[src/ustc_pkg.sv]
// Shared types and constants for the seconds-to-calendar converter.
// No dependencies; used by ustc_ctrl, ustc_dp and unix_seconds_to_calendar.
package ustc_pkg;

  typedef struct packed {
    logic [31:0] unix_seconds;
    logic        time_known;
  } in_t;

  typedef struct packed {
    logic [5:0]  second_of_minute;
    logic [5:0]  minute_of_hour;
    logic [4:0]  hour_24;
    logic [3:0]  hour_12;
    logic        is_pm;
    logic [2:0]  weekday;
    logic [11:0] year;
    logic [3:0]  month;
    logic [4:0]  day_of_month;
  } out_t;

  // Datapath commands issued by the controller
  typedef enum logic [2:0] {
    CMD_NONE,
    CMD_LOAD,
    CMD_MUL,
    CMD_REM,
    CMD_YEAR,
    CMD_MONTH,
    CMD_PUBLISH
  } cmd_t;

  typedef struct packed {
    logic last_round;
    logic year_done;
    logic month_done;
  } stat_t;

  // Division rounds: seconds, minutes, hours, weekday
  localparam logic [1:0] RND_SEC  = 2'd0;
  localparam logic [1:0] RND_MIN  = 2'd1;
  localparam logic [1:0] RND_HOUR = 2'd2;
  localparam logic [1:0] RND_WDAY = 2'd3;

  // Reciprocal constants: x/60 = ((x>>2)*M15)>>34, x/24 = ((x>>3)*M3)>>33,
  // x/7 = (x*M7)>>20 for x below 2^17
  localparam logic [31:0] M15 = 32'h4444_4445;
  localparam logic [31:0] M3  = 32'hAAAA_AAAB;
  localparam logic [31:0] M7  = 32'd149797;

  localparam logic [5:0] SEC_PER_MIN  = 6'd60;
  localparam logic [5:0] MIN_PER_HOUR = 6'd60;
  localparam logic [5:0] HOUR_PER_DAY = 6'd24;
  localparam logic [5:0] DAY_PER_WEEK = 6'd7;
  localparam logic [31:0] EPOCH_WDAY_OFS = 32'd4; // 1970-01-01 was a Thursday

  localparam logic [11:0] EPOCH_YEAR = 12'd1970;
  // Only century year in range that is not a leap year
  localparam logic [11:0] NOLEAP_CENTURY = 12'd2100;
  localparam logic [8:0]  DAYS_LEAP = 9'd366;
  localparam logic [8:0]  DAYS_NORM = 9'd365;
  localparam logic [3:0]  MON_FEB = 4'd1;
  localparam logic [3:0]  MON_DEC = 4'd11;

  function automatic logic is_leap(input logic [11:0] yr);
    is_leap = (yr[1:0] == 2'b00) && (yr != NOLEAP_CENTURY);
  endfunction

  function automatic logic [4:0] month_days(input logic [3:0] mon, input logic leap);
    case (mon)
      4'd0, 4'd2, 4'd4, 4'd6, 4'd7, 4'd9, 4'd11: month_days = 5'd31;
      4'd3, 4'd5, 4'd8, 4'd10:                   month_days = 5'd30;
      MON_FEB:                                   month_days = leap ? 5'd29 : 5'd28;
      default:                                   month_days = 5'd31;
    endcase
  endfunction

endpackage

[src/unix_seconds_to_calendar.sv]
// Unix seconds to calendar date and time of day.
// Input channel: in_valid/in_stall carry in_data (seconds count and a
//   time-known flag; when the flag is clear the count is taken as zero).
// Output channel: out_valid/out_stall carry out_data (second, minute,
//   24h and 12h hour, PM flag, weekday with Sunday = 1, year, month, day).
// One transaction in gives exactly one transaction out. Items are handled
// one at a time: an accept step, four reciprocal-multiply divisions (by
// 60, 60, 24, 7), each a multiply step then a remainder step, a walk year
// by year from 1970, a walk month by month, and a load of the output
// register, which waits while the register still holds an unaccepted result.
// The year walk dominates the time taken. in_stall is low only while idle.
// The output register holds a finished result while out_stall is high and
// the next transaction may already be accepted and worked on; it waits
// before publishing until the register is free.
// Reset (rst_n low, synchronous) returns the controller to idle and drops
// out_valid. There is no configuration and no stored state between items.
// Depends on ustc_pkg, ustc_ctrl and ustc_dp.
module unix_seconds_to_calendar (
  input  logic           clk,
  input  logic           rst_n,
  input  logic           in_valid,
  output logic           in_stall,
  input  ustc_pkg::in_t  in_data,
  output logic           out_valid,
  input  logic           out_stall,
  output ustc_pkg::out_t out_data
);

  ustc_pkg::cmd_t  cmd;
  ustc_pkg::stat_t stat;

  ustc_ctrl u_ctrl (
    .clk       (clk),
    .rst_n     (rst_n),
    .in_valid  (in_valid),
    .in_stall  (in_stall),
    .out_valid (out_valid),
    .out_stall (out_stall),
    .stat      (stat),
    .cmd       (cmd)
  );

  ustc_dp u_dp (
    .clk      (clk),
    .cmd      (cmd),
    .in_data  (in_data),
    .stat     (stat),
    .out_data (out_data)
  );

endmodule

[src/ustc_ctrl.sv]
// Controller FSM for the seconds-to-calendar converter.
// Sequences datapath commands; uses ustc_pkg.
module ustc_ctrl (
  input  logic            clk,
  input  logic            rst_n,
  input  logic            in_valid,
  output logic            in_stall,
  output logic            out_valid,
  input  logic            out_stall,
  input  ustc_pkg::stat_t stat,
  output ustc_pkg::cmd_t  cmd
);

  typedef enum logic [2:0] {
    S_IDLE,
    S_MUL,
    S_REM,
    S_YEAR,
    S_MONTH,
    S_FINISH
  } state_t;

  state_t state_r, state_nxt;
  logic   out_valid_r, out_valid_nxt;

  always_comb begin
    state_nxt = state_r;
    cmd       = ustc_pkg::CMD_NONE;
    case (state_r)
      S_IDLE: begin
        if (in_valid) begin
          cmd       = ustc_pkg::CMD_LOAD;
          state_nxt = S_MUL;
        end
      end
      S_MUL: begin
        cmd       = ustc_pkg::CMD_MUL;
        state_nxt = S_REM;
      end
      S_REM: begin
        cmd       = ustc_pkg::CMD_REM;
        state_nxt = stat.last_round ? S_YEAR : S_MUL;
      end
      S_YEAR: begin
        cmd = ustc_pkg::CMD_YEAR;
        if (stat.year_done) state_nxt = S_MONTH;
      end
      S_MONTH: begin
        cmd = ustc_pkg::CMD_MONTH;
        if (stat.month_done) state_nxt = S_FINISH;
      end
      S_FINISH: begin
        // wait for the output register to free up
        if (!out_valid_r || !out_stall) begin
          cmd       = ustc_pkg::CMD_PUBLISH;
          state_nxt = S_IDLE;
        end
      end
      default: state_nxt = S_IDLE;
    endcase
  end

  always_comb begin
    out_valid_nxt = out_valid_r;
    if (cmd == ustc_pkg::CMD_PUBLISH) out_valid_nxt = 1'b1;
    else if (out_valid_r && !out_stall) out_valid_nxt = 1'b0;
  end

  always_ff @(posedge clk) begin
    if (!rst_n) begin
      state_r     <= S_IDLE;
      out_valid_r <= 1'b0;
    end else begin
      state_r     <= state_nxt;
      out_valid_r <= out_valid_nxt;
    end
  end

  assign in_stall  = (state_r != S_IDLE);
  assign out_valid = out_valid_r;

endmodule

[src/ustc_dp.sv]
// Datapath for the seconds-to-calendar converter: reciprocal divider,
// year and month walk, output register. Uses ustc_pkg.
module ustc_dp (
  input  logic            clk,
  input  ustc_pkg::cmd_t  cmd,
  input  ustc_pkg::in_t   in_data,
  output ustc_pkg::stat_t stat,
  output ustc_pkg::out_t  out_data
);

  logic [31:0] val_r;
  logic [63:0] prod_r;
  logic [1:0]  step_r;
  logic [5:0]  sec_r, min_r;
  logic [4:0]  h24_r;
  logic [2:0]  wday_r;
  logic [15:0] days_r;
  logic [11:0] year_r;
  logic [3:0]  mon_r;
  ustc_pkg::out_t out_r;

  logic [31:0] mul_op, mul_k, dvd, quo;
  logic [5:0]  divisor, rem;
  logic [11:0] qd_lo;
  logic        leap;
  logic [8:0]  ylen;
  logic [4:0]  mlen;
  logic [3:0]  h12;

  // Multiplier operand and reciprocal for the current round
  always_comb begin
    dvd = val_r;
    case (step_r)
      ustc_pkg::RND_SEC, ustc_pkg::RND_MIN: begin
        mul_op  = {2'b00, val_r[31:2]};
        mul_k   = ustc_pkg::M15;
        quo     = 32'(prod_r >> 34);
        divisor = ustc_pkg::SEC_PER_MIN;
      end
      ustc_pkg::RND_HOUR: begin
        mul_op  = {3'b000, val_r[31:3]};
        mul_k   = ustc_pkg::M3;
        quo     = 32'(prod_r >> 33);
        divisor = ustc_pkg::HOUR_PER_DAY;
      end
      default: begin
        dvd     = val_r + ustc_pkg::EPOCH_WDAY_OFS;
        mul_op  = dvd;
        mul_k   = ustc_pkg::M7;
        quo     = 32'(prod_r >> 20);
        divisor = ustc_pkg::DAY_PER_WEEK;
      end
    endcase
  end

  // remainder is below 60, so six low bits suffice
  assign qd_lo = quo[5:0] * divisor;
  assign rem   = dvd[5:0] - qd_lo[5:0];

  assign leap = ustc_pkg::is_leap(year_r);
  assign ylen = leap ? ustc_pkg::DAYS_LEAP : ustc_pkg::DAYS_NORM;
  assign mlen = ustc_pkg::month_days(mon_r, leap);

  assign stat.last_round = (step_r == ustc_pkg::RND_WDAY);
  assign stat.year_done  = (days_r < {7'd0, ylen});
  assign stat.month_done = (days_r < {11'd0, mlen}) || (mon_r == ustc_pkg::MON_DEC);

  always_comb begin
    if (h24_r == 5'd0)       h12 = 4'd12;
    else if (h24_r > 5'd12)  h12 = 4'(h24_r - 5'd12);
    else                     h12 = h24_r[3:0];
  end

  always_ff @(posedge clk) begin
    case (cmd)
      ustc_pkg::CMD_LOAD: begin
        val_r  <= in_data.time_known ? in_data.unix_seconds : 32'd0;
        step_r <= ustc_pkg::RND_SEC;
        year_r <= ustc_pkg::EPOCH_YEAR;
        mon_r  <= 4'd0;
      end
      ustc_pkg::CMD_MUL: prod_r <= mul_op * mul_k;
      ustc_pkg::CMD_REM: begin
        step_r <= step_r + 2'd1;
        case (step_r)
          ustc_pkg::RND_SEC: begin
            sec_r <= rem;
            val_r <= quo;
          end
          ustc_pkg::RND_MIN: begin
            min_r <= rem;
            val_r <= quo;
          end
          ustc_pkg::RND_HOUR: begin
            h24_r <= rem[4:0];
            val_r <= quo;
          end
          default: begin
            wday_r <= rem[2:0] + 3'd1;
            days_r <= val_r[15:0];
          end
        endcase
      end
      ustc_pkg::CMD_YEAR: begin
        if (!stat.year_done) begin
          days_r <= days_r - {7'd0, ylen};
          year_r <= year_r + 12'd1;
        end
      end
      ustc_pkg::CMD_MONTH: begin
        if (!stat.month_done) begin
          days_r <= days_r - {11'd0, mlen};
          mon_r  <= mon_r + 4'd1;
        end
      end
      ustc_pkg::CMD_PUBLISH: begin
        out_r.second_of_minute <= sec_r;
        out_r.minute_of_hour   <= min_r;
        out_r.hour_24          <= h24_r;
        out_r.hour_12          <= h12;
        out_r.is_pm            <= (h24_r >= 5'd12);
        out_r.weekday          <= wday_r;
        out_r.year             <= year_r;
        out_r.month            <= mon_r + 4'd1;
        out_r.day_of_month     <= days_r[4:0] + 5'd1;
      end
      default: ;
    endcase
  end

  assign out_data = out_r;

endmodule
[config.mk]
export PLATFORM = sky130hd
export DESIGN_NAME = unix_seconds_to_calendar
export DESIGN_NICKNAME = d
export VERILOG_FILES = /design/src/ustc_pkg.sv /design/src/unix_seconds_to_calendar.sv /design/src/ustc_ctrl.sv /design/src/ustc_dp.sv
export SDC_FILE = /design/constraint.sdc
export NUM_CORES = 2
export LEC_CHECK = 0
export BUFFER_PORTS_ARGS = -buffer_cell sky130_fd_sc_hd__buf_2
export CORE_MARGIN = 2
export CORE_UTILIZATION = 35
export CTS_CLUSTER_SIZE = 20
export DETAILED_ROUTE_END_ITERATION = 7
export HOLD_SLACK_MARGIN = 0.05
export PLACE_DENSITY = 0.6
export REMOVE_ABC_BUFFERS = 1
export SLEW_MARGIN = 0
export SYNTH_ARGS = -nofsm -noshare
export SYNTH_HDL_FRONTEND = slang
export SYNTH_HIERARCHICAL = 1
export SYNTH_SLANG_ARGS = --single-unit
[constraint.sdc]
create_clock -name clk -period 17.8 [get_ports clk]
set_input_delay 0 -clock clk [delete_from_list [all_inputs] [get_ports clk]]
set_output_delay 0 -clock clk [all_outputs]
set_load 0.01 [all_outputs]
== Word level (Yosys, flattened, before mapping) ==
Index checks and enable logic that the tools add are counted.
Word-level totals
  flip-flop bits (word level): 200
  input bits: 37
  output and inout port bits: 48
  word-level logic and storage cells: 127
Cells by class
  $add $sub $neg: 10
  $mul: 2
  order comparisons: 4
  equal/unequal tests: 29
  muxes and demuxes: 32
  bitwise logic cells: 1
  reductions and logical operators: 28
Operators with widths (number)
  one-hot mux 32 bit (2 select lines): 4
  multiplier 32 x 32 -> 64 bit: 1
  2-to-1 mux 32 bit: 2
  2-to-1 mux 16 bit: 3
  one-hot mux 16 bit (3 select lines): 1
  one-hot mux 3 bit (6 select lines): 2
  adder 32 x 3 -> 32 bit, second input constant: 1
  one-hot mux 12 bit (2 select lines): 1
  less-than comparator 16 x 5 -> 1 bit: 1
  less-than comparator 16 x 9 -> 1 bit: 1
  subtractor 16 x 5 -> 16 bit: 1
  subtractor 16 x 9 -> 16 bit: 1
  == test 3 bit, second input constant: 5
  2-to-1 mux 3 bit: 5
  inequality test 2 bit, second input constant: 7
  AND reduction 2 bit: 7
  adder 12 x 1 -> 12 bit, second input constant: 1
  == test 3 x 2 -> 1 bit, second input constant: 4
  == test 4 bit, second input constant: 3
  2-to-1 mux 12 bit: 1
  inequality test 12 bit, second input constant: 1
  one-hot mux 6 bit (2 select lines): 1
  one-hot mux 5 bit (2 select lines): 1
  2-to-1 mux 4 bit: 2
  other kinds (34): 49

== Depth between registers and ports, before layout ==
  depth in word-level cells: 8
  gate-level depth with buffers: 38
  gate-level depth less buffers: 36

== Hierarchy ==
The synthesis kept the hierarchy.
Modules (own cells, without submodules)
  ustc_dp: times used 1, cells an instance 3515, area an instance 34784.6 um^2
  ustc_ctrl: times used 1, cells an instance 34, area an instance 275.3 um^2

== Worst setup path after synthesis ==
Ideal clock, no wire load.
  path kind: reg-to-reg
  start point: register u_dp.val_r[3]
  end point: register u_dp.prod_r[56] (data pin)
  library setup time: 0.263 ns
  arrival time: 8.588 ns
  required time: 17.537 ns
  path slack: 8.949 ns
  stages on the path, launching flop included: 34
  buffers on the path: 0
  period minus slack after synthesis: 8.851 ns
  cell sequence: edfxtp_1 > ha_1 > nand4_1 > nor4_2 > inv_1 > nor2_1 > nand4_1 > xor2_1 > nor2_1 > a221oi_1 > inv_2 > and2_1 > fa_1 > fa_1 > fa_1 > inv_1 > fa_1 > inv_1 > fa_1 > fa_1 > fa_1 > inv_1 > fa_1 > inv_1 > ha_1 > a21oi_1 > o21ai_0 > a22oi_1 > nand3_1 > a31oi_4 > a31oi_1 > a311o_1 > a21oi_2 > xnor2_1
On the way
  cells in the longest elaborated chain, start to end: 3
Ends and longest elaborated chain
  from (decl): RTL line ustc_dp.sv:11  | logic [31:0] val_r;
  from (signal assigned): RTL line ustc_dp.sv:77  | val_r <= in_data.time_known ? in_data.unix_seconds : 32'd0;
  from (signal assigned): RTL line ustc_dp.sv:88  | val_r <= quo;
  from (signal assigned): RTL line ustc_dp.sv:92  | val_r <= quo;
  adder 32 x 3 -> 32 bit: RTL line ustc_dp.sv:47  | dvd = val_r + ustc_pkg::EPOCH_WDAY_OFS;
  one-hot mux 32 bit (2 select lines) (*): RTL line ustc_dp.sv:33  | case (step_r)
  multiplier 32 x 32 -> 64 bit (*): RTL line ustc_dp.sv:82  | ustc_pkg::CMD_MUL: prod_r <= mul_op * mul_k;
  to (signal assigned): RTL line ustc_dp.sv:82
  to (decl): RTL line ustc_dp.sv:12  | logic [63:0] prod_r;
Mark *: on every way between the ends. The rest lies on a longest branch, timed or not.
A chain may end at the register's enable or synchronous reset.

== Worst setup path after layout ==
  start point: register u_dp.step_r[0]
  end point: register u_dp.prod_r[56] (data pin)
On the way
  cells in the longest elaborated chain, start to end: 4
Ends and longest elaborated chain
  from (decl): RTL line ustc_dp.sv:13  | logic [1:0] step_r;
  from (signal assigned): RTL line ustc_dp.sv:78  | step_r <= ustc_pkg::RND_SEC;
  from (signal assigned): RTL line ustc_dp.sv:84  | step_r <= step_r + 2'd1;
  == test 2 x 1 -> 1 bit or zero test 2 bit (tied branches): RTL line ustc_dp.sv:33
  OR reduction 2 bit: RTL line ustc_dp.sv:33
  one-hot mux 32 bit (2 select lines): RTL line ustc_dp.sv:33
  multiplier 32 x 32 -> 64 bit (*): RTL line ustc_dp.sv:82
Marked as above.

==> impl_summary.log <==
[metrics] area share of xor/xnor cells in the synthesized design: about 3.5%
[metrics] count of nets after finishing: ~4700
[metrics] maximum clock insertion buffer count: 2
[metrics] most common cell type on the critical path: sky130_fd_sc_hd__fa_1
[metrics] mean cell area of the mapped netlist: a little under 10 sq um
[metrics] FMAX: slightly below 90 MHz
[metrics] remaining number of nets flagged by the antenna check after routing: 0
[metrics] Placement Setup Slack: ~6.5 ns
[metrics] Starting Density: between 30% and 40%
[metrics] Max H-tree Level: 4
[metrics] Worst EP required: 17.99 ns
[metrics] setup violators final: 0
[metrics] Worst-Margin Slew: 1.28 ns
[metrics] RSZ-0062 raised after global routing: no
[metrics] count of distinct cell types in the synthesized netlist: 83
[metrics] clock tree skew after final layout: about 0.016 ns
[metrics] most common cell after layout, fill and taps aside: sky130_fd_sc_hd__inv_1
[metrics] Setup crit start kind: register
[metrics] share of final-layout standard cells stronger than drive strength 1: 5.50%
[metrics] die area: around 100000 sq um
[metrics] Critical Path Fanout Max: 29
[metrics] Synth-to-Final Area Change: 7.98%
[metrics] reg-to-reg critical path startpoint: u_dp/step_r[0]$_SDFFCE_PN0P_
[metrics] number of optimization iterations in the first detailed-route pass: 6
[metrics] Via-to-Cell Ratio: 5.05
[metrics] fraction of the mapped netlist area in simple logic gates: under 10%
[metrics] Worst setup EP type: register
[metrics] delay of the slowest cell on the worst path: 0.91 ns
[metrics] initial antenna violation count: 1
[metrics] CTS tree: yes
[metrics] clock root buffer: sky130_fd_sc_hd__clkbuf_16
[metrics] Max-slew headroom: between 10% and 20%
[metrics] period utilisation layout: roughly 64%
[metrics] worst flop-to-flop path endpoint: u_dp/prod_r[56]$_DFFE_PN_
[metrics] data arrival time of the worst path: between 10 and 15 ns
[metrics] I/O pin count: 85
[metrics] clock transition at the registers of the reported paths: approximately 0.080 ns
[metrics] Post-Synthesis Cell Area: between 30000 and 40000 sq um
[metrics] IO Port Bufs: 84
[metrics] complex-gate fraction of the synthesized area: about 8.3%
[metrics] run status: complete, no violations
[metrics] Maximum Capacitance Violations: 0
[metrics] total of cells resized after clock tree synthesis: 0
[metrics] fill cell total of the finished layout: approximately 10000
[metrics] GRT overflow: 0
[metrics] share of async-settable or async-resettable flops after synthesis: 0%
[metrics] maximum number of pins on one net before global-route repair: 66
[metrics] number of storage elements in the synthesis netlist: 180
[metrics] number of synthesized flops with an enable pin: 176
[metrics] number of global-route vias before repair: around 26000
[metrics] placed wire-length estimate after detailed placement: just over 90000 microns
[metrics] largest family of logic cells by synthesized area: adder cells
[metrics] fraction of synthesized area in multiplexers: 0.146%
[metrics] setup slack on the worst flop-to-flop path: about 6.4 ns
[metrics] most used cells in the layout excluding fill and tap cells: sky130_fd_sc_hd__inv_1, sky130_fd_sc_hd__fa_1, sky130_fd_sc_hd__ha_1, sky130_fd_sc_hd__edfxtp_1, sky130_fd_sc_hd__nor2_1
[metrics] number of hold violations in the final report: 0
[metrics] first-pass GRT wire length: ~160000 microns
[metrics] buffers inserted by post-CTS timing repair: 0
[metrics] per-cell routed wire length: about 22 microns
[metrics] crit path kind: register to register
[metrics] class of the tightest hold or removal check: input pin to register
[metrics] number of clock sinks: 180
[metrics] clock network latency to the later pin of the worst-skew pair: around 0.45 ns
[metrics] worst reg2reg path depth: 32
[metrics] Site Rows: 116
[metrics] adder and majority gate portion of the synthesized area: between 50 and 60%
[metrics] worst hold slack: 0.0694 ns
[metrics] clock buffer count from CTS: 17
[metrics] TNS Setup: 0 ns
[metrics] Vert. Die Dim: between 300 and 400 microns
[metrics] final weighted congestion in routability-driven placement: ~1.0
[metrics] number of DRC markers in iteration 0: ~2200
[metrics] worst hold path depth: 3
[metrics] GR Util All Layers: approximately a fifth
[metrics] hold_buf cts: 30
[metrics] crit path time final: roughly 11 ns
[metrics] Worst path slowest cell: sky130_fd_sc_hd__nor2b_1
[metrics] hold_sp: in_data[13]
[metrics] synthesized netlist cell count: approximately 3500
[metrics] Synth Flop Type: sky130_fd_sc_hd__edfxtp_1
[metrics] worst path setup slack after routing: around 6.4 ns
[metrics] synth warn: 6
[metrics] vias after detailed routing: approximately 25000
[metrics] part of the Yosys area used for sequential elements: between 15 and 20%
[metrics] area of the placeable core: 99700 sq um
[metrics] DRC Markers: 0
[metrics] Die W: about 320 microns
[metrics] total length of routed wires: 106000 microns
[metrics] Hold Path End: u_dp/val_r[12]$_DFFE_PP_
[metrics] max-slew violations: 0
==> worst max path at each step <==
stage	startpoint	depth (start not counted)	slack, ns	endpoint
6_report	u_dp/step_r[0]$_SDFFCE_PN0P_	32	6.37	u_dp/prod_r[56]$_DFFE_PN_
3_3_place_gp	u_dp/step_r[0]$_SDFFCE_PN0P_	32	6.58	u_dp/prod_r[56]$_DFFE_PN_
3_5_place_dp	u_dp/step_r[0]$_SDFFCE_PN0P_	32	6.51	u_dp/prod_r[56]$_DFFE_PN_
4_1_cts	u_dp/step_r[0]$_SDFFCE_PN0P_	32	6.44	u_dp/prod_r[56]$_DFFE_PN_
2_1_floorplan	u_dp/step_r[0]$_SDFFCE_PN0P_	31	7.02	u_dp/prod_r[56]$_DFFE_PN_
5_1_grt	u_dp/step_r[1]$_SDFFCE_PN0P_	32	5.96	u_dp/prod_r[56]$_DFFE_PN_
==> critical path, delay by kind of cell, from the launching register on <==
| kind | cells | cell delay [ns] |
|---|---|---|
| compound gates | 8 | 2.15 |
| xor+xnor | 1 | 0.08 |
| fa+ha+maj | 10 | 4.42 |
| buf+inv | 6 | 0.54 |
| flops | 1 | 0.44 |
| simple gates | 7 | 3.50 |
==> per-stage QoR <==
| step | instance area (sq um) | util [%] | std cells |
|---|---|---|---|
| floorplan | 34700 | - | 3450 |
| finish | 37900 | 38.0 | 4918 |
| CTS | 37800 | 38.0 | 4916 |
| global placement | 36900 | 37.0 | 4854 |
| global route | 37900 | 38.0 | 4917 |
| detailed placement | 36900 | 37.0 | 4854 |
==> cell families after synthesis <==
logic type               Yosys count
buffers and inverters           1117
AND/OR/NAND/NOR                  586
XOR/XNOR                         140
adder cells (fa/ha/maj)         1085
flip-flops                       180
other                              2
multiplexers                       5
AO/OA/AOI/OAI                    434
==> layout make-up <==
cell class	count	area [sq um]	area share, %
antenna	1	2.50	0.00661
clock buffer	18	429	1.13
clock inverter	14	206	0.545
inverter	1013	3800	10.0
multi-input combinational	2257	25500	67.5
sequential	180	5370	14.2
tap	1298	1620	4.29
timing repair buffer	137	891	2.35
==> sequential cells by signal (all words and copies together), names as in the netlist <==
| register | count |
|---|---|
| u_dp/step_r | 2 |
| u_dp/min_r | 6 |
| u_dp/out_data | 46 |
| u_dp/days_r | 16 |
| u_dp/mon_r | 4 |
| u_dp/year_r | 12 |
| u_dp/wday_r | 3 |
| u_dp/val_r | 32 |
| u_ctrl/out_valid | 1 |
| u_dp/h24_r | 5 |
| u_dp/sec_r | 6 |
| u_ctrl/state_r | 3 |
| u_dp/prod_r | 44 |
==> synthesized netlist by cell type, drive strengths merged (8+ instances only) <==
library cell  number  area (sq um)
ha               435          5440
nor2             177           667
edfxtp           176          5290
or2               14          87.6
inv             1013          3800
clkbuf            76           285
nand3             65           325
xnor2             84           736
a31oi             18           134
o21bai            10          75.1
a221o             30           302
nor3              23           120
nand2            145           544
nor2b             22           138
a21o              41           308
o211ai             8          60.1
a21oi            106           542
o21ai            127           636
buf               28           136
xor2              56           490
and3              14          87.6
and2              43           269
a221oi            26           259
nand2b            26           163
o21a               9          67.6
nand4             27           175
fa               650         13000
o22ai              8          50.1
==> layer usage <==
layer,global-route usage (%),up-vias,wire (microns)
met3,2.89,186,6410
met5,0,-,0
met1,28.7,12600,45200
li1,-,11200,-
met2,33.5,858,49500
met4,8.56,0,4850
Power is left out: the tool's default activity adds up to more than one toggle a clock period on the data nets, which glitch-free logic cannot reach.
